**src/hw/rtl/plr_pkg.sv**
```systemverilog
// ----------------------------------------------------------------------------
// plr_pkg: shared types and constants of the parametric line rasteriser
// Coordinate width, derived datapath widths, opcodes, controller states and
// the command and status groups between controller and datapath.
// ----------------------------------------------------------------------------
package plr_pkg;

  // Width of one screen coordinate.
  localparam int unsigned COORD_BITS = 12;
  // Width of twice an absolute delta, and of the sum of both deltas.
  localparam int unsigned DELTA2_BITS = COORD_BITS + 1;
  localparam int unsigned SUM_BITS = COORD_BITS + 1;
  // Width of twice the delta sum, and of the point count (up to w + 1).
  localparam int unsigned SUM2_BITS = COORD_BITS + 2;
  localparam int unsigned COUNT_BITS = COORD_BITS + 2;
  // Accumulators and thresholds grow to about 2a times (w + 1).
  localparam int unsigned ACC_BITS = 2 * COORD_BITS + 3;

  typedef logic [COORD_BITS-1:0] coord_t;
  typedef logic [DELTA2_BITS-1:0] delta2_t;
  typedef logic [SUM_BITS-1:0] sum_t;
  typedef logic [SUM2_BITS-1:0] sum2_t;
  typedef logic [COUNT_BITS-1:0] count_t;
  typedef logic [ACC_BITS-1:0] acc_t;

  typedef enum logic {
    OP_START = 1'b0,
    OP_STEP  = 1'b1
  } opcode_e;

  typedef enum logic {
    ST_IDLE   = 1'b0,
    ST_ACTIVE = 1'b1
  } state_e;

  // Commands from the controller to the datapath.
  typedef struct packed {
    logic load;
    logic step;
  } cmd_t;

  // Status from the datapath to the controller.
  typedef struct packed {
    logic last;
  } status_t;

endpackage

```
**src/hw/rtl/plr_if.sv**
```systemverilog
// ----------------------------------------------------------------------------
// plr_if: handshake channels of the line rasteriser
// One interface for command words and one for point words, each with a
// source and a sink modport.
// ----------------------------------------------------------------------------
interface plr_in_if;
  logic              valid;
  logic              ready;
  plr_pkg::opcode_e  opcode;
  plr_pkg::coord_t   start_x;
  plr_pkg::coord_t   start_y;
  plr_pkg::coord_t   end_x;
  plr_pkg::coord_t   end_y;

  modport source (output valid, opcode, start_x, start_y, end_x, end_y, input ready);
  modport sink (input valid, opcode, start_x, start_y, end_x, end_y, output ready);
endinterface

interface plr_out_if;
  logic            valid;
  logic            ready;
  plr_pkg::coord_t point_x;
  plr_pkg::coord_t point_y;
  logic            last_point;

  modport source (output valid, point_x, point_y, last_point, input ready);
  modport sink (input valid, point_x, point_y, last_point, output ready);
endinterface

```
**src/hw/rtl/plr_ctrl.sv**
```systemverilog
// ----------------------------------------------------------------------------
// plr_ctrl: controller of the line rasteriser
// Tracks whether a line is active, issues load and step commands to the
// datapath and owns the valid flag of the output register.
// ----------------------------------------------------------------------------
module plr_ctrl (
  input  logic              clk_i,
  input  logic              rst_ni,
  input  logic              in_valid_i,
  output logic              in_ready_o,
  input  plr_pkg::opcode_e  opcode_i,
  output logic              out_valid_o,
  input  logic              out_ready_i,
  input  plr_pkg::status_t  status_i,
  output plr_pkg::cmd_t     cmd_o
);
  import plr_pkg::*;

  state_e state_q, state_d;
  logic   out_valid_q, out_valid_d;
  logic   in_accept;

  // A word is taken whenever the output register is free or being emptied.
  assign in_ready_o  = !out_valid_q || out_ready_i;
  assign in_accept   = in_valid_i && in_ready_o;
  assign out_valid_o = out_valid_q;

  // State and output valid registers.
  always_ff @(posedge clk_i or negedge rst_ni) begin
    if (!rst_ni) begin
      state_q     <= ST_IDLE;
      out_valid_q <= 1'b0;
    end else begin
      state_q     <= state_d;
      out_valid_q <= out_valid_d;
    end
  end

  // Next state and commands.
  always_comb begin
    state_d     = state_q;
    cmd_o       = '0;
    out_valid_d = out_valid_q && !out_ready_i;
    if (in_accept) begin
      unique case (opcode_i)
        OP_START: begin
          cmd_o.load = 1'b1;
          state_d    = ST_ACTIVE;
        end
        OP_STEP: begin
          if (state_q == ST_ACTIVE) begin
            cmd_o.step  = 1'b1;
            out_valid_d = 1'b1;
            if (status_i.last) begin
              state_d = ST_IDLE;
            end
          end
        end
        default: begin
          state_d = state_q;
        end
      endcase
    end
  end

`ifndef SYNTHESIS
  a_step_only_active: assert property (@(posedge clk_i) disable iff (!rst_ni)
    cmd_o.step |-> state_q == ST_ACTIVE)
    else $error("step issued with no active line");
  a_idle_after_last: assert property (@(posedge clk_i) disable iff (!rst_ni)
    (cmd_o.step && status_i.last) |=> state_q == ST_IDLE)
    else $error("controller still active after the last point");
  a_step_fills_output: assert property (@(posedge clk_i) disable iff (!rst_ni)
    cmd_o.step |=> out_valid_q)
    else $error("step did not fill the output register");
  a_load_step_exclusive: assert property (@(posedge clk_i) disable iff (!rst_ni)
    !(cmd_o.load && cmd_o.step))
    else $error("load and step issued together");
`endif

endmodule

```
**src/hw/rtl/plr_datapath.sv**
```systemverilog
// ----------------------------------------------------------------------------
// plr_datapath: arithmetic of the line rasteriser
// Holds the current point, deltas, thresholds, accumulators and point count,
// and the payload of the output register.
// ----------------------------------------------------------------------------
module plr_datapath (
  input  logic              clk_i,
  input  logic              rst_ni,
  input  plr_pkg::cmd_t     cmd_i,
  output plr_pkg::status_t  status_o,
  input  plr_pkg::coord_t   start_x_i,
  input  plr_pkg::coord_t   start_y_i,
  input  plr_pkg::coord_t   end_x_i,
  input  plr_pkg::coord_t   end_y_i,
  output plr_pkg::coord_t   point_x_o,
  output plr_pkg::coord_t   point_y_o,
  output logic              last_point_o
);
  import plr_pkg::*;

  coord_t  cur_x_q, cur_x_d, cur_y_q, cur_y_d;
  logic    neg_x_q, neg_x_d, neg_y_q, neg_y_d;
  delta2_t dx2_q, dx2_d, dy2_q, dy2_d;
  sum2_t   sum2_q, sum2_d;
  acc_t    thr_x_q, thr_x_d, thr_y_q, thr_y_d;
  acc_t    acc_x_q, acc_x_d, acc_y_q, acc_y_d;
  count_t  left_q, left_d;
  coord_t  pt_x_q, pt_y_q;
  logic    pt_last_q;

  coord_t  delta_x, delta_y;
  logic    sx_neg, sy_neg;
  sum_t    w;
  logic    move_x, move_y;
  coord_t  step_x, step_y;

  assign status_o.last = (left_q <= count_t'(1));

  // Absolute deltas and their sum for a new line.
  always_comb begin
    sx_neg  = end_x_i < start_x_i;
    sy_neg  = end_y_i < start_y_i;
    delta_x = sx_neg ? start_x_i - end_x_i : end_x_i - start_x_i;
    delta_y = sy_neg ? start_y_i - end_y_i : end_y_i - start_y_i;
    w       = {1'b0, delta_x} + {1'b0, delta_y};
  end

  // Next point: move along each axis whose accumulator passed its threshold.
  always_comb begin
    move_x = thr_x_q < acc_x_q;
    move_y = thr_y_q < acc_y_q;
    step_x = neg_x_q ? cur_x_q - coord_t'(1) : cur_x_q + coord_t'(1);
    step_y = neg_y_q ? cur_y_q - coord_t'(1) : cur_y_q + coord_t'(1);
  end

  // Next values of the line state.
  always_comb begin
    cur_x_d = cur_x_q;
    cur_y_d = cur_y_q;
    neg_x_d = neg_x_q;
    neg_y_d = neg_y_q;
    dx2_d   = dx2_q;
    dy2_d   = dy2_q;
    sum2_d  = sum2_q;
    thr_x_d = thr_x_q;
    thr_y_d = thr_y_q;
    acc_x_d = acc_x_q;
    acc_y_d = acc_y_q;
    left_d  = left_q;
    if (cmd_i.load) begin
      cur_x_d = start_x_i;
      cur_y_d = start_y_i;
      neg_x_d = sx_neg;
      neg_y_d = sy_neg;
      dx2_d   = {delta_x, 1'b0};
      dy2_d   = {delta_y, 1'b0};
      sum2_d  = {w, 1'b0};
      thr_x_d = acc_t'(w);
      thr_y_d = acc_t'(w);
      acc_x_d = '0;
      acc_y_d = '0;
      left_d  = count_t'(w) + count_t'(1);
    end else if (cmd_i.step) begin
      if (move_x) begin
        cur_x_d = step_x;
        thr_x_d = thr_x_q + acc_t'(sum2_q);
      end
      if (move_y) begin
        cur_y_d = step_y;
        thr_y_d = thr_y_q + acc_t'(sum2_q);
      end
      acc_x_d = acc_x_q + acc_t'(dx2_q);
      acc_y_d = acc_y_q + acc_t'(dy2_q);
      left_d  = status_o.last ? '0 : left_q - count_t'(1);
    end
  end

  // Line state registers.
  always_ff @(posedge clk_i or negedge rst_ni) begin
    if (!rst_ni) begin
      cur_x_q <= '0;
      cur_y_q <= '0;
      neg_x_q <= 1'b0;
      neg_y_q <= 1'b0;
      dx2_q   <= '0;
      dy2_q   <= '0;
      sum2_q  <= '0;
      thr_x_q <= '0;
      thr_y_q <= '0;
      acc_x_q <= '0;
      acc_y_q <= '0;
      left_q  <= '0;
    end else begin
      cur_x_q <= cur_x_d;
      cur_y_q <= cur_y_d;
      neg_x_q <= neg_x_d;
      neg_y_q <= neg_y_d;
      dx2_q   <= dx2_d;
      dy2_q   <= dy2_d;
      sum2_q  <= sum2_d;
      thr_x_q <= thr_x_d;
      thr_y_q <= thr_y_d;
      acc_x_q <= acc_x_d;
      acc_y_q <= acc_y_d;
      left_q  <= left_d;
    end
  end

  // Output register payload, loaded with each emitted point.
  always_ff @(posedge clk_i) begin
    if (cmd_i.step) begin
      pt_x_q    <= cur_x_d;
      pt_y_q    <= cur_y_d;
      pt_last_q <= status_o.last;
    end
  end

  assign point_x_o    = pt_x_q;
  assign point_y_o    = pt_y_q;
  assign last_point_o = pt_last_q;

endmodule

```
**src/hw/rtl/parametric_line_rasterizer.sv**
```systemverilog
// ----------------------------------------------------------------------------
// parametric_line_rasterizer: top level of the parametric line rasteriser
// A start word loads a new line and yields no point; a step word during an
// active line registers its point in the output register as it is accepted.
// Throughput is one word per cycle while the output is drained; the single
// output register stalls the input when a point waits and is not taken.
// Asynchronous active-low reset returns the block to idle with no line
// loaded and the output register empty.
// ----------------------------------------------------------------------------
module parametric_line_rasterizer (
  input  logic      clk_i,
  input  logic      rst_ni,
  plr_in_if.sink    in_i,
  plr_out_if.source out_o
);
  import plr_pkg::*;

  cmd_t    cmd;
  status_t status;

  // Controller: line state and handshakes.
  plr_ctrl u_ctrl (
    .clk_i       (clk_i),
    .rst_ni      (rst_ni),
    .in_valid_i  (in_i.valid),
    .in_ready_o  (in_i.ready),
    .opcode_i    (in_i.opcode),
    .out_valid_o (out_o.valid),
    .out_ready_i (out_o.ready),
    .status_i    (status),
    .cmd_o       (cmd)
  );

  // Datapath: deltas, accumulators and the emitted point.
  plr_datapath u_datapath (
    .clk_i        (clk_i),
    .rst_ni       (rst_ni),
    .cmd_i        (cmd),
    .status_o     (status),
    .start_x_i    (in_i.start_x),
    .start_y_i    (in_i.start_y),
    .end_x_i      (in_i.end_x),
    .end_y_i      (in_i.end_y),
    .point_x_o    (out_o.point_x),
    .point_y_o    (out_o.point_y),
    .last_point_o (out_o.last_point)
  );

endmodule

```
**src/flat_wrapper.sv**
```systemverilog
// flat-port wrapper written by rule: the top's interface ports become plain ports
module parametric_line_rasterizer_flat import plr_pkg::*;
  (clk_i, rst_ni, in_i_valid, in_i_opcode, in_i_start_x, in_i_start_y, in_i_end_x, in_i_end_y, in_i_ready, out_o_valid, out_o_point_x, out_o_point_y, out_o_last_point, out_o_ready);
  plr_in_if in_i_i ();
  plr_out_if out_o_i ();
  input  logic clk_i;
  input  logic rst_ni;
  input wire logic [$bits(in_i_i.valid)-1:0] in_i_valid;
  input wire logic [$bits(in_i_i.opcode)-1:0] in_i_opcode;
  input wire logic [$bits(in_i_i.start_x)-1:0] in_i_start_x;
  input wire logic [$bits(in_i_i.start_y)-1:0] in_i_start_y;
  input wire logic [$bits(in_i_i.end_x)-1:0] in_i_end_x;
  input wire logic [$bits(in_i_i.end_y)-1:0] in_i_end_y;
  output wire logic [$bits(in_i_i.ready)-1:0] in_i_ready;
  output wire logic [$bits(out_o_i.valid)-1:0] out_o_valid;
  output wire logic [$bits(out_o_i.point_x)-1:0] out_o_point_x;
  output wire logic [$bits(out_o_i.point_y)-1:0] out_o_point_y;
  output wire logic [$bits(out_o_i.last_point)-1:0] out_o_last_point;
  input wire logic [$bits(out_o_i.ready)-1:0] out_o_ready;
  assign in_i_i.valid = in_i_valid;
  assign in_i_i.opcode = in_i_opcode;
  assign in_i_i.start_x = in_i_start_x;
  assign in_i_i.start_y = in_i_start_y;
  assign in_i_i.end_x = in_i_end_x;
  assign in_i_i.end_y = in_i_end_y;
  assign in_i_ready = in_i_i.ready;
  assign out_o_valid = out_o_i.valid;
  assign out_o_point_x = out_o_i.point_x;
  assign out_o_point_y = out_o_i.point_y;
  assign out_o_last_point = out_o_i.last_point;
  assign out_o_i.ready = out_o_ready;
  parametric_line_rasterizer u_core (.clk_i(clk_i), .rst_ni(rst_ni), .in_i(in_i_i), .out_o(out_o_i));
endmodule
```
**config.mk**
```make
export PLATFORM = sky130hd
export DESIGN_NAME = parametric_line_rasterizer_flat
export DESIGN_NICKNAME = d
export VERILOG_FILES = /design/src/hw/rtl/plr_pkg.sv /design/src/hw/rtl/plr_if.sv /design/src/hw/rtl/plr_ctrl.sv /design/src/hw/rtl/plr_datapath.sv /design/src/hw/rtl/parametric_line_rasterizer.sv /design/src/flat_wrapper.sv
export SDC_FILE = /design/constraint.sdc
export NUM_CORES = 1
export LEC_CHECK = 0
export BUFFER_PORTS_ARGS = -buffer_cell sky130_fd_sc_hd__buf_2
export CAP_MARGIN = 20
export CORE_UTILIZATION = 57
export DETAILED_ROUTE_END_ITERATION = 7
export PLACE_DENSITY = 0.78
export REMOVE_ABC_BUFFERS = 1
export SLEW_MARGIN = 20
export SYNTH_ARGS = -nofsm -noshare
export SYNTH_HDL_FRONTEND = slang
export SYNTH_HIERARCHICAL = 1
export SYNTH_SLANG_ARGS = --single-unit
```
**constraint.sdc**
```tcl
create_clock -name clk_i -period 3.71 [get_ports clk_i]
set_input_delay 0.1855 -clock clk_i [delete_from_list [all_inputs] [get_ports clk_i]]
set_output_delay 0.1855 -clock clk_i [all_outputs]
set_load 0.01 [all_outputs]
```
==> flow_metrics.py, run 1 <==
metrics = {
    "finish": {
        "fillers": 1968,
        "drive_gt1_share_pct": 22.6,
        "instances_no_fill": 2446,
        "area_growth_pct": 23.2,
        "diodes": 0,
        "nNetsFinal": 2297,
        "final_core_utilization_pct": 71.4,
    },
    "floorplan": {
        "core_area_um2": 27900,
        "die_w_um": 170,
        "std_cell_rows": 61,
        "die_h_um": 170,
        "io_pins": 80,
        "die-area_um2": 29000,
        "initial_utilization_pct": 58.0,
    },
    "synthesis": {
        "synth_ff_type": "dfrtp_1",
        "synth_seq_cells": 208,
        "async_reset_ff_share_pct": 88.0,
        "synth_compound_area_share_pct": 17.3,
        "synth.distinct_cells": 87,
        "yosys_warnings": 6,
        "synth_fa_ha_area_share_pct": 15.5,
        "synthSimpleGateAreaFrac_pct": 15.6,
        "syn_area_um2": 16100,
        "synth_edf_count": 25,
        "synth_top_family_by_area": "compound AO/OA/AOI/OAI gates",
        "synthMuxAreaShare_pct": 6.77,
        "synth-seq-area-share_pct": 33.0,
        "synthXorXnorAreaFrac_pct": 6.77,
        "syn_area_per_cell_um2": 9.12,
        "netlist_instances": 1771,
    },
    "worst_setup_path": {
        "worstPathCellList": "buf_8 -> ha_4 -> fa_2 -> nand2b_4 -> a21oi_2 -> o211ai_1 -> a211oi_2 -> nand2b_4 -> mux2i_1 -> xnor2_1 -> ha_1 -> nor2b_4 -> o31a_1 -> o31ai_4 -> o2bb2ai_2 -> xor2_2 -> or4_4 -> or4_1 -> a31oi_1",
        "reg2regPathDepth": 11,
        "slowest_stage": "or4_4",
        "cp.required_ns": 4.17,
        "cp.arrival_ns": 4.70,
        "critical_path_buf_inv_count": 1,
        "timing.critical_path.mode_cell": "nand2b_4",
        "reg2reg_slack_ns": 0.21,
        "slowest_delay_ns": 0.56,
        "critPathLaunch": "in_i_start_x[0]",
        "timing.rr.start": "u_core/u_datapath/acc_x_q[1]",
        "cp-endpoint": "u_core/u_datapath/left_q[11]",
        "crit_fanout": 3,
        "crit_path_end_kind": "flop",
        "r2r-end": "u_core/u_datapath/point_x_o[11]",
        "worstSetupPathDepth": 19,
        "path_delay_family": "compound AO/OA/AOI/OAI gates",
        "path_class": "in2reg",
        "start_kind": "input port",
    },
    "timing": {
        "slew_violations": 0,
        "fmax_mhz": 235,
        "period_share_pct": 115,
        "rsz0062_at_grt": "yes",
        "relSlewSlack_pct": 36.3,
        "period_minus_slack_ns": 4.25,
        "hold_viol_final": 0,
        "worst_slack_ns": -0.538,
        "setup_viol": 22,
        "tightest_slew_ns": 0.955,
        "finalClockSkew_ns": 0.0163,
    },
    "status": {
        "status": "finished, violations left",
        "violations": "negative setup slack",
    },
    "power": {
        "p_leak_nw": 9.24,
        "vdd_drop_max_mv": 0.583,
        "power_density_nw_per_um2": 798,
        "finalPower_mw": 15.9,
    },
    "global_route": {
        "grt_max_degree": 193,
        "grt_pass1_vias": 14600,
        "antenna_found_initial": 1,
        "grt_overflow": 0,
        "grt_first_pass_wirelength_um": 70500,
        "grt_use_total_pct": 29.9,
    },
    "clocking": {
        "clk_latency_ns": 0.54,
        "cts_root_buf": "clkbuf_16",
        "cts_max_path_buffers": 3,
        "cts_made_buffers": 25,
        "cts_tree": "yes",
        "clk_pin_slew_ns": 0.06,
        "ctsHtreeMaxLevel": 1,
        "cts_sinks": 208,
    },
    "route": {
        "drtPass1Iterations": 5,
        "first_iter_violations": 940,
        "routedWlPerCell_um": 18.0,
        "wl_um": 44100,
        "vias_per_cell": 5.96,
        "drcViolationCount": 0,
        "vias": 14600,
        "ant_nets": 0,
    },
    "place": {
        "dp.cells": 2371,
        "place_congestion": 0.903,
        "portBuffers": 79,
        "hpwlAfterDp_um": 30600,
    },
    "flow_run": {
        "cap_viol_max_count": 0,
    },
    "min_path": {
        "min_path_type": "in2reg",
    },
}
placed cells by master (no fill, tap or decap), types with 23 or more instances in the layout:
cell and instances:
buf_4 200, dfrtp_1 183, ha_1 178, nor2_1 149
inv_1 149, a21oi_1 106, nand2_1 95, o21ai_0 87
xnor2_1 86, buf_2 74, mux2i_1 67, nor3_1 66
a21o_1 44, nand3_1 37, mux2_2 32, a211oi_1 31
xor2_1 28, clkbuf_16 26, edfxtp_1 25, o21a_1 23
flip-flops by register name (all words and copies together), names as in the netlist, 12 cells and up:
name / flops
u_core/u_datapath/acc_y_q: 26
u_core/u_datapath/left_q: 14
u_core/u_datapath/thr_x_q: 26
u_core/u_datapath/point_y_o: 12
u_core/u_datapath/dy2_q: 12
u_core/u_datapath/cur_x_q: 12
u_core/u_datapath/acc_x_q: 26
u_core/u_datapath/thr_y_q: 26
u_core/u_datapath/sum2_q: 13
u_core/u_datapath/point_x_o: 12
u_core/u_datapath/cur_y_q: 12
u_core/u_datapath/dx2_q: 12
cell type report:
type	instances	area, µm²	share of cell area (%)
clock inverter	8	41.3	0.208
clock buffer	37	712	3.58
sequential	208	5330	26.8
tap	378	473	2.38
timing repair buffer	304	2250	11.3
multi-input combinational	1358	10500	52.8
inverter	153	582	2.92
power by group:
| part | switching, mW | internal [mW] |
|---|---|---|
| combinational | 5.32 | 4.57 |
| clock | 0.994 | 1.32 |
| sequential | 0.627 | 3.05 |
| total | 6.94 | 8.94 |
Yosys cell counts (7+ instances only):
library cell  count  share of area [%]
o21a_1           23                1.1
ha_1            183                 14
edfxtp_1         25                4.7
xnor2_1          93                5.0
xor2_1           30                1.6
or3_1            22               0.85
and3_1            9               0.35
o31ai_1          12               0.56
dfrtp_1         183                 28
a211oi_1         32                1.5
nor2_1          154                3.6
nor2b_1          18               0.70
mux2i_1          71                4.4
nand3_1          37                1.1
o211ai_1         10               0.46
buf_2             7               0.22
clkbuf_1         36               0.84
a21boi_0         10               0.46
and2_1           10               0.39
a21oi_1         111                3.4
a31o_2            7               0.38
a21o_1           44                2.0
a31oi_1          13               0.50
inv_1           153                3.6
nand4_1          20               0.78
mux2_2           34                2.4
or2_2            11               0.43
nand2_1          96                2.2
o21ai_0          90                2.8
nor4_1           13               0.50
fa_1             11                1.4
or4_1            10               0.46
nor3_1           70                2.2
nand2b_1         18               0.70
what timing repair did:
item	CTS	global route
hold buffers	6	0
pin swaps	26	37
cloned	0	0
buffers inserted	13	15
resized for setup	60	58
hold endpoints to repair	95	0
endpoints found under the setup margin	28	28
per-layer routing:
layer	wire length [µm]	vias to the layer above	track usage, %
met5	0	-	0
li1	-	6900	-
met4	1840	0	13.1
met1	18400	7149	36.7
met3	2020	122	3.51
met2	21900	418	52.6
cells by family after synthesis:
kind of cell,Yosys count
multiplexers,105
adder cells (fa/ha/maj),194
AO/OA/AOI/OAI,425
buffers and inverters,205
flip-flops,208
AND/OR/NAND/NOR,510
XOR/XNOR,124
stage by stage:
stage	setup WS, ns	TNS, ns	hold WS, ns	area (µm²)
2_1_floorplan	-7.38	-917.35	-0.110	15900
3_3_place_gp	-1.11	-21.28	0.318	18300
3_5_place_dp	-1.27	-28.94	0.326	18300
4_1_cts	-0.434	-3.86	0.00334	19500
5_1_grt	-0.691	-7.76	0.0381	19900
6_report	-0.538	-4.41	0.0213	19900
worst min path at each step:
stage / startpoint / endpoint / depth (start not counted)
6_report: in_i_start_x[8] / u_core/u_datapath/cur_x_q[8] / 4
5_1_grt: in_i_start_x[8] / u_core/u_datapath/cur_x_q[8] / 4
4_1_cts: in_i_start_x[3] / u_core/u_datapath/cur_x_q[3] / 4
2_1_floorplan: rst_ni / u_core/u_ctrl/out_valid_o / 0
3_5_place_dp: rst_ni / u_core/u_datapath/thr_x_q[25] / 1
3_3_place_gp: rst_ni / u_core/u_datapath/thr_x_q[25] / 1
worst register-to-register path: cells and delay by family (launching register included):
| kind | cells | cell delay, ns |
|---|---|---|
| AND/OR/NAND/NOR | 2 | 0.66 |
| AO/OA/AOI/OAI | 6 | 1.66 |
| buffers and inverters | 2 | 0.34 |
| flip-flops | 1 | 0.38 |
| adder cells (fa/ha/maj) | 1 | 0.29 |
No activity file was read; power rests on OpenSTA's default activity.
==> run 2, diff against run 1 <==
--- a/config.mk
+++ b/config.mk
@@ -11,8 +11,8 @@
 export DETAILED_ROUTE_END_ITERATION = 7
 export PLACE_DENSITY = 0.78
 export REMOVE_ABC_BUFFERS = 1
+export SETUP_SLACK_MARGIN = 0.02
 export SLEW_MARGIN = 20
 export SYNTH_ARGS = -nofsm -noshare
 export SYNTH_HDL_FRONTEND = slang
-export SYNTH_HIERARCHICAL = 1
 export SYNTH_SLANG_ARGS = --single-unit
==> run 2 against run 1 <==
Effect of this change: the flow still finishes with violations (negative setup slack); count of clock-buffer cells in the layout is 9 lower; die area is 1.6% lower; routed wire length grew 6.1%; core utilization rose by 1.4 points; flip-flop and latch count unchanged; first-iteration DRC count rose by 31%; power is 2.3% lower; synthesized cell count increased by 2.4%; register-to-register slack better by 0.07 ns; worst setup slack lost 0.20 ns; via count is 4.1% higher; cell count rose by 1.2%.
==> flow_metrics.py, run 2 <==
metrics = {
    "global_route": {
        "grt_first_pass_wirelength_um": 73200,
        "grt_pass1_vias": 14800,
        "grt_max_degree": 115,
        "grt_use_total_pct": 31.7,
        "grt_overflow": 0,
        "antenna_found_initial": 0,
    },
    "worst_setup_path": {
        "timing.rr.start": "u_core.u_datapath.sum2_q[1]",
        "crit_fanout": 5,
        "worstPathCellList": "buf_8 -> inv_4 -> ha_4 -> inv_2 -> fa_2 -> a211oi_2 -> nor2_2 -> o221ai_2 -> a21oi_2 -> o41a_1 -> buf_4 -> mux2i_1 -> xor2_1 -> ha_1 -> a21o_1 -> a21oi_2 -> or4b_4 -> and3_4 -> a311oi_4 -> and3_4 -> mux2_4 -> a221oi_2",
        "r2r-end": "u_core.u_datapath.thr_y_q[23]",
        "path_class": "in2reg",
        "reg2regPathDepth": 11,
        "crit_path_end_kind": "flop",
        "reg2reg_slack_ns": 0.28,
        "slowest_stage": "or4b_4",
        "cp.required_ns": 4.15,
        "slowest_delay_ns": 0.50,
        "start_kind": "input port",
        "cp.arrival_ns": 4.89,
        "critPathLaunch": "in_i_end_x[0]",
    },
    "synthesis": {
        "synth-seq-area-share_pct": 33.5,
        "synth_ff_type": "dfrtp_1",
        "yosys_warnings": 0,
        "syn_area_per_cell_um2": 8.76,
        "async_reset_ff_share_pct": 88.0,
        "synth_seq_cells": 208,
        "synth_top_area_cell": "dfrtp_1",
        "synth_area_leaders": "dfrtp_1, ha_1, o21ai_0",
        "synth.distinct_cells": 78,
        "syn_area_um2": 15900,
        "synth_commonest_cells": "dfrtp_1, ha_1, nor2_1",
        "netlist_instances": 1813,
        "synth_edf_count": 25,
        "synth_top_area_share_pct": 28.8,
    },
    "finish": {
        "postLayoutCellArea_um2": 19800,
        "area_growth_pct": 24.6,
        "diodes": 0,
        "nNetsFinal": 2333,
        "drive_gt1_share_pct": 22.9,
        "final_cell_mix": "buf_4, dfrtp_1, ha_1",
        "layout_commonest_cell": "buf_4",
    },
    "timing": {
        "finalClockSkew_ns": 0.0133,
        "relSlewSlack_pct": 28.3,
        "period_minus_slack_ns": 4.45,
        "worst_slack_ns": -0.735,
        "tightest_slew_ns": 1.07,
        "setup_viol": 20,
        "whs_ns": 0.0208,
        "rsz0062_at_grt": "yes",
        "period_share_pct": 120,
        "fmax_mhz": 225,
        "hold_viol_final": 0,
        "slew_violations": 0,
    },
    "route": {
        "dr_wl_met3_um": 2750,
        "drtPass1Iterations": 5,
        "wl_um": 46900,
        "routedWlPerCell_um": 18.9,
        "met2RoutedLength_um": 23000,
        "vias": 15200,
        "drcViolationCount": 0,
        "vias_per_cell": 6.14,
        "first_iter_violations": 1234,
        "ant_nets": 0,
        "routed.top_layer": "met4",
        "wl_met1_um": 19000,
    },
    "clocking": {
        "clk_pin_slew_ns": 0.06,
        "ctsHtreeMaxLevel": 1,
        "cts_sinks": 208,
        "cts_root_buf": "clkbuf_16",
        "clk_latency_ns": 0.54,
        "cts_tree": "yes",
        "cts_max_path_buffers": 3,
        "cts_made_buffers": 25,
    },
    "min_path": {
        "whs_path_depth": 3,
        "min_from": "in_i_start_x[7]",
        "min_path_type": "in2reg",
        "min_to": "u_core.u_datapath.cur_x_q[7]",
    },
    "floorplan": {
        "std_cell_rows": 60,
        "die-area_um2": 28500,
        "initial_utilization_pct": 58.5,
        "io_pins": 80,
        "die_w_um": 169,
        "die_h_um": 169,
        "core_area_um2": 27200,
    },
    "power": {
        "vdd_drop_max_mv": 0.560,
        "p_leak_nw": 9.15,
        "power_density_nw_per_um2": 784,
    },
    "status": {
        "status": "finished, violations left",
        "violations": "negative setup slack",
    },
    "place": {
        "hpwlAfterDp_um": 32500,
        "dpl-instance-area_um2": 18000,
        "post-place-ws_ns": -1.45,
        "place_congestion": 0.968,
        "portBuffers": 79,
    },
    "flow_run": {
        "cap_viol_max_count": 0,
    },
}
## run 2: cell families after synthesis
family / synth area share, %
AND/OR/NAND/NOR: 16.6
XOR/XNOR: 5.68
buffers and inverters: 5.20
AO/OA/AOI/OAI: 19.8
flip-flops: 33.5
multiplexers: 3.35
adder cells (fa/ha/maj): 15.8
## run 2: where the power goes
group / switching [mW] / total, mW / internal, mW / leakage, nW
clock: 1.01 / 2.55 / 1.54 / 0.422
combinational: 5.07 / 9.22 / 4.14 / 6.20
sequential: 0.694 / 3.74 / 3.05 / 2.53
## run 2: worst max path at each step
| stage | depth (start not counted) | end |
|---|---|---|
| 2_1_floorplan | 6 | u_core.u_datapath.acc_x_q[5] |
| 3_3_place_gp | 21 | u_core.u_datapath.left_q[12] |
| 3_5_place_dp | 21 | u_core.u_datapath.left_q[12] |
| 4_1_cts | 21 | u_core.u_datapath.left_q[12] |
| 5_1_grt | 22 | u_core.u_datapath.left_q[12] |
| 6_report | 22 | u_core.u_datapath.left_q[12] |
## run 2: area by class of cell
cell class	instances	area, µm²
inverter	161	609
clock inverter	17	180
fill	1960	7380
tap	372	465
multi-input combinational	1388	10300
sequential	208	5330
clock buffer	28	657
timing repair buffer	302	2210
## run 2: metrics by stage
step	util, %	cells	setup TNS [ns]	total power [mW]
5_1_grt	72.8	2476	-9.89	16.6
6_report	72.8	2476	-6.64	15.5
3_5_place_dp	66.2	2397	-34.06	11.6
4_1_cts	70.9	2466	-5.63	14.6
3_3_place_gp	66.2	2397	-27.35	11.2
2_1_floorplan	-	1757	-312.26	9.10
## run 2: timing repair
item	in CTS	in global routing
endpoints found under the setup margin	31	46
buffers inserted	20	15
pin swaps	41	64
hold buffers	6	0
gates resized for setup	64	97
endpoints found under the hold margin	117	0
## run 2: worst max-delay path, delay by kind of cell
kind | cells | cell delay, ns
fa+ha+maj | 3 | 0.80
mux | 2 | 0.47
buf+inv | 4 | 0.37
xor+xnor | 1 | 0.35
simple gates | 4 | 1.02
compound gates | 8 | 1.70
## run 2: routing by layer
metal | vias to the layer above | GRT usage (%)
met5 | - | 0
met3 | 166 | 3.58
li1 | 7047 | -
met4 | 0 | 11.5
met2 | 617 | 55.6
met1 | 7363 | 40.4
==> run 3, diff against run 2 <==
--- a/config.mk
+++ b/config.mk
@@ -11,7 +11,7 @@
 export DETAILED_ROUTE_END_ITERATION = 7
 export PLACE_DENSITY = 0.78
 export REMOVE_ABC_BUFFERS = 1
-export SETUP_SLACK_MARGIN = 0.02
+export SKIP_CTS_REPAIR_TIMING = 1
 export SLEW_MARGIN = 20
 export SYNTH_ARGS = -nofsm -noshare
 export SYNTH_HDL_FRONTEND = slang
==> run 3 against run 2 <==
Effect of this change: the run ends with negative hold slack, negative setup slack left; register-to-register slack better by 0.08 ns; die area unchanged; global-route usage decreased by 0.77 points; power fell by 3.6%; critical path type unchanged; highest routed layer unchanged.
==> flow_metrics.py, run 3 (synthesis results as in run 2) <==
metrics = {
    "route": {
        "wl_um": 44300,
        "ant_nets": 0,
        "routedWlPerCell_um": 18.1,
        "vias_per_cell": 5.99,
        "drtPass1Iterations": 7,
        "first_iter_violations": 1002,
        "vias": 14700,
        "drcViolationCount": 0,
    },
    "finish": {
        "layout_commonest_cell": "buf_4",
        "drive_gt1_share_pct": 20.7,
        "postLayoutCellArea_um2": 19400,
        "final_core_utilization_pct": 71.2,
        "fillers": 2060,
        "nNetsFinal": 2311,
        "diodes": 0,
        "area_growth_pct": 21.8,
        "final_cell_mix": "buf_4, dfrtp_1, ha_1",
    },
    "clocking": {
        "ctsHtreeMaxLevel": 1,
        "clk_latency_ns": 0.54,
        "cts_tree": "yes",
        "clk_pin_slew_ns": 0.06,
        "cts_max_path_buffers": 3,
        "cts_root_buf": "clkbuf_16",
        "cts_sinks": 208,
        "cts_made_buffers": 25,
    },
    "place": {
        "place_congestion": 0.968,
        "post-place-ws_ns": -1.45,
        "hpwlAfterDp_um": 32500,
        "portBuffers": 79,
        "dpl-instance-area_um2": 18000,
    },
    "timing": {
        "setup_viol": 29,
        "fmax_mhz": 222,
        "period_share_pct": 122,
        "finalClockSkew_ns": 0.0107,
        "period_minus_slack_ns": 4.51,
        "hold_viol_final": 1,
        "whs_ns": -0.0548,
        "slew_violations": 0,
        "worst_slack_ns": -0.804,
        "rsz0062_at_grt": "yes",
        "relSlewSlack_pct": 28.1,
        "tightest_slew_ns": 1.08,
    },
    "floorplan": {
        "io_pins": 80,
        "core_area_um2": 27200,
        "die_w_um": 169,
        "initial_utilization_pct": 58.5,
        "die-area_um2": 28500,
        "die_h_um": 169,
        "std_cell_rows": 60,
    },
    "worst_setup_path": {
        "cp.required_ns": 4.15,
        "start_kind": "input port",
        "crit_fanout": 5,
        "crit_path_end_kind": "flop",
        "cp.arrival_ns": 4.96,
        "path_class": "in2reg",
    },
    "power": {
        "finalPower_mw": 15.0,
        "p_leak_nw": 8.98,
        "power_density_nw_per_um2": 772,
        "vdd_drop_max_mv": 0.566,
    },
    "flow_run": {
        "cap_viol_max_count": 0,
    },
    "global_route": {
        "grt_use_total_pct": 31.0,
        "grt_overflow": 0,
        "antenna_found_initial": 0,
        "grt_max_degree": 115,
        "grt_pass1_vias": 14500,
        "grt_first_pass_wirelength_um": 71300,
    },
    "status": {
        "violations": "negative hold slack, negative setup slack",
        "status": "finished, violations left",
    },
    "min_path": {
        "min_path_type": "in2reg",
    },
}
-- run 3: where the power goes --
group / total [mW] / switching, mW / internal (mW) / leakage [nW]
logic: 8.67 / 4.75 / 3.92 / 6.03
registers: 3.73 / 0.684 / 3.05 / 2.53
clock network: 2.55 / 1.01 / 1.54 / 0.422
-- run 3: area by class of cell --
cell class / count / area, µm² / share of cell area [%]
multi-input combinational: 1388 / 10100 / 52.3
sequential: 208 / 5330 / 27.5
timing repair buffer: 280 / 1990 / 10.3
clock buffer: 28 / 657 / 3.39
inverter: 161 / 607 / 3.14
tap: 372 / 465 / 2.40
clock inverter: 17 / 180 / 0.931
-- run 3: through the flow --
stage	hold slack, ns	TNS (ns)	std cells
finish	-0.0548	-9.24	2454
detailed placement	0.379	-34.06	2397
global route	-0.0174	-15.16	2454
global placement	0.374	-27.35	2397
floorplan	-0.110	-312.26	1757
CTS	-0.176	-11.02	2442
-- run 3: worst paths after layout --
| path | from | end | slack [ns] | cells past startpoint |
|---|---|---|---|---|
| setup / recovery | in_i_end_x[0] | u_core.u_datapath.left_q[12] | -0.80 | 21 |
| hold / removal | in_i_start_x[9] | u_core.u_datapath.cur_x_q[9] | -0.05 | 3 |
| setup reg to reg | u_core.u_datapath.sum2_q[1] | u_core.u_datapath.thr_y_q[19] | 0.36 | 11 |
| hold reg to reg | u_core.u_datapath.dx2_q[8] | u_core.u_datapath.dx2_q[8] | 0.52 | 1 |
| max in group asynchronous | rst_ni | u_core.u_datapath.cur_x_q[2] | 2.54 | 3 |
| min in group asynchronous | rst_ni | u_core.u_datapath.acc_x_q[26] | 0.32 | 2 |
-- run 3: routing by layer --
metal	GRT usage, %	vias up	routed length, µm
li1	-	7007	-
met1	39.6	7072	18500
met2	53.3	495	21600
met3	3.79	132	2460
met4	12.4	0	1850
met5	0	-	0
-- run 3: worst max-delay path: stages --
cell      delay (ns)
buf_2           0.11
inv_2           0.06
ha_4            0.13
inv_2           0.04
fa_2            0.37
a211oi_2        0.26
nor2_2          0.08
o221ai_2        0.20
a21oi_2         0.08
o41a_1          0.49
mux2i_1         0.22
xor2_1          0.33
ha_1            0.31
a21o_1          0.19
a21oi_1         0.18
or4b_4          0.50
and3_4          0.20
a311oi_2        0.29
and3_1          0.25
mux2_4          0.32
a221oi_2        0.16
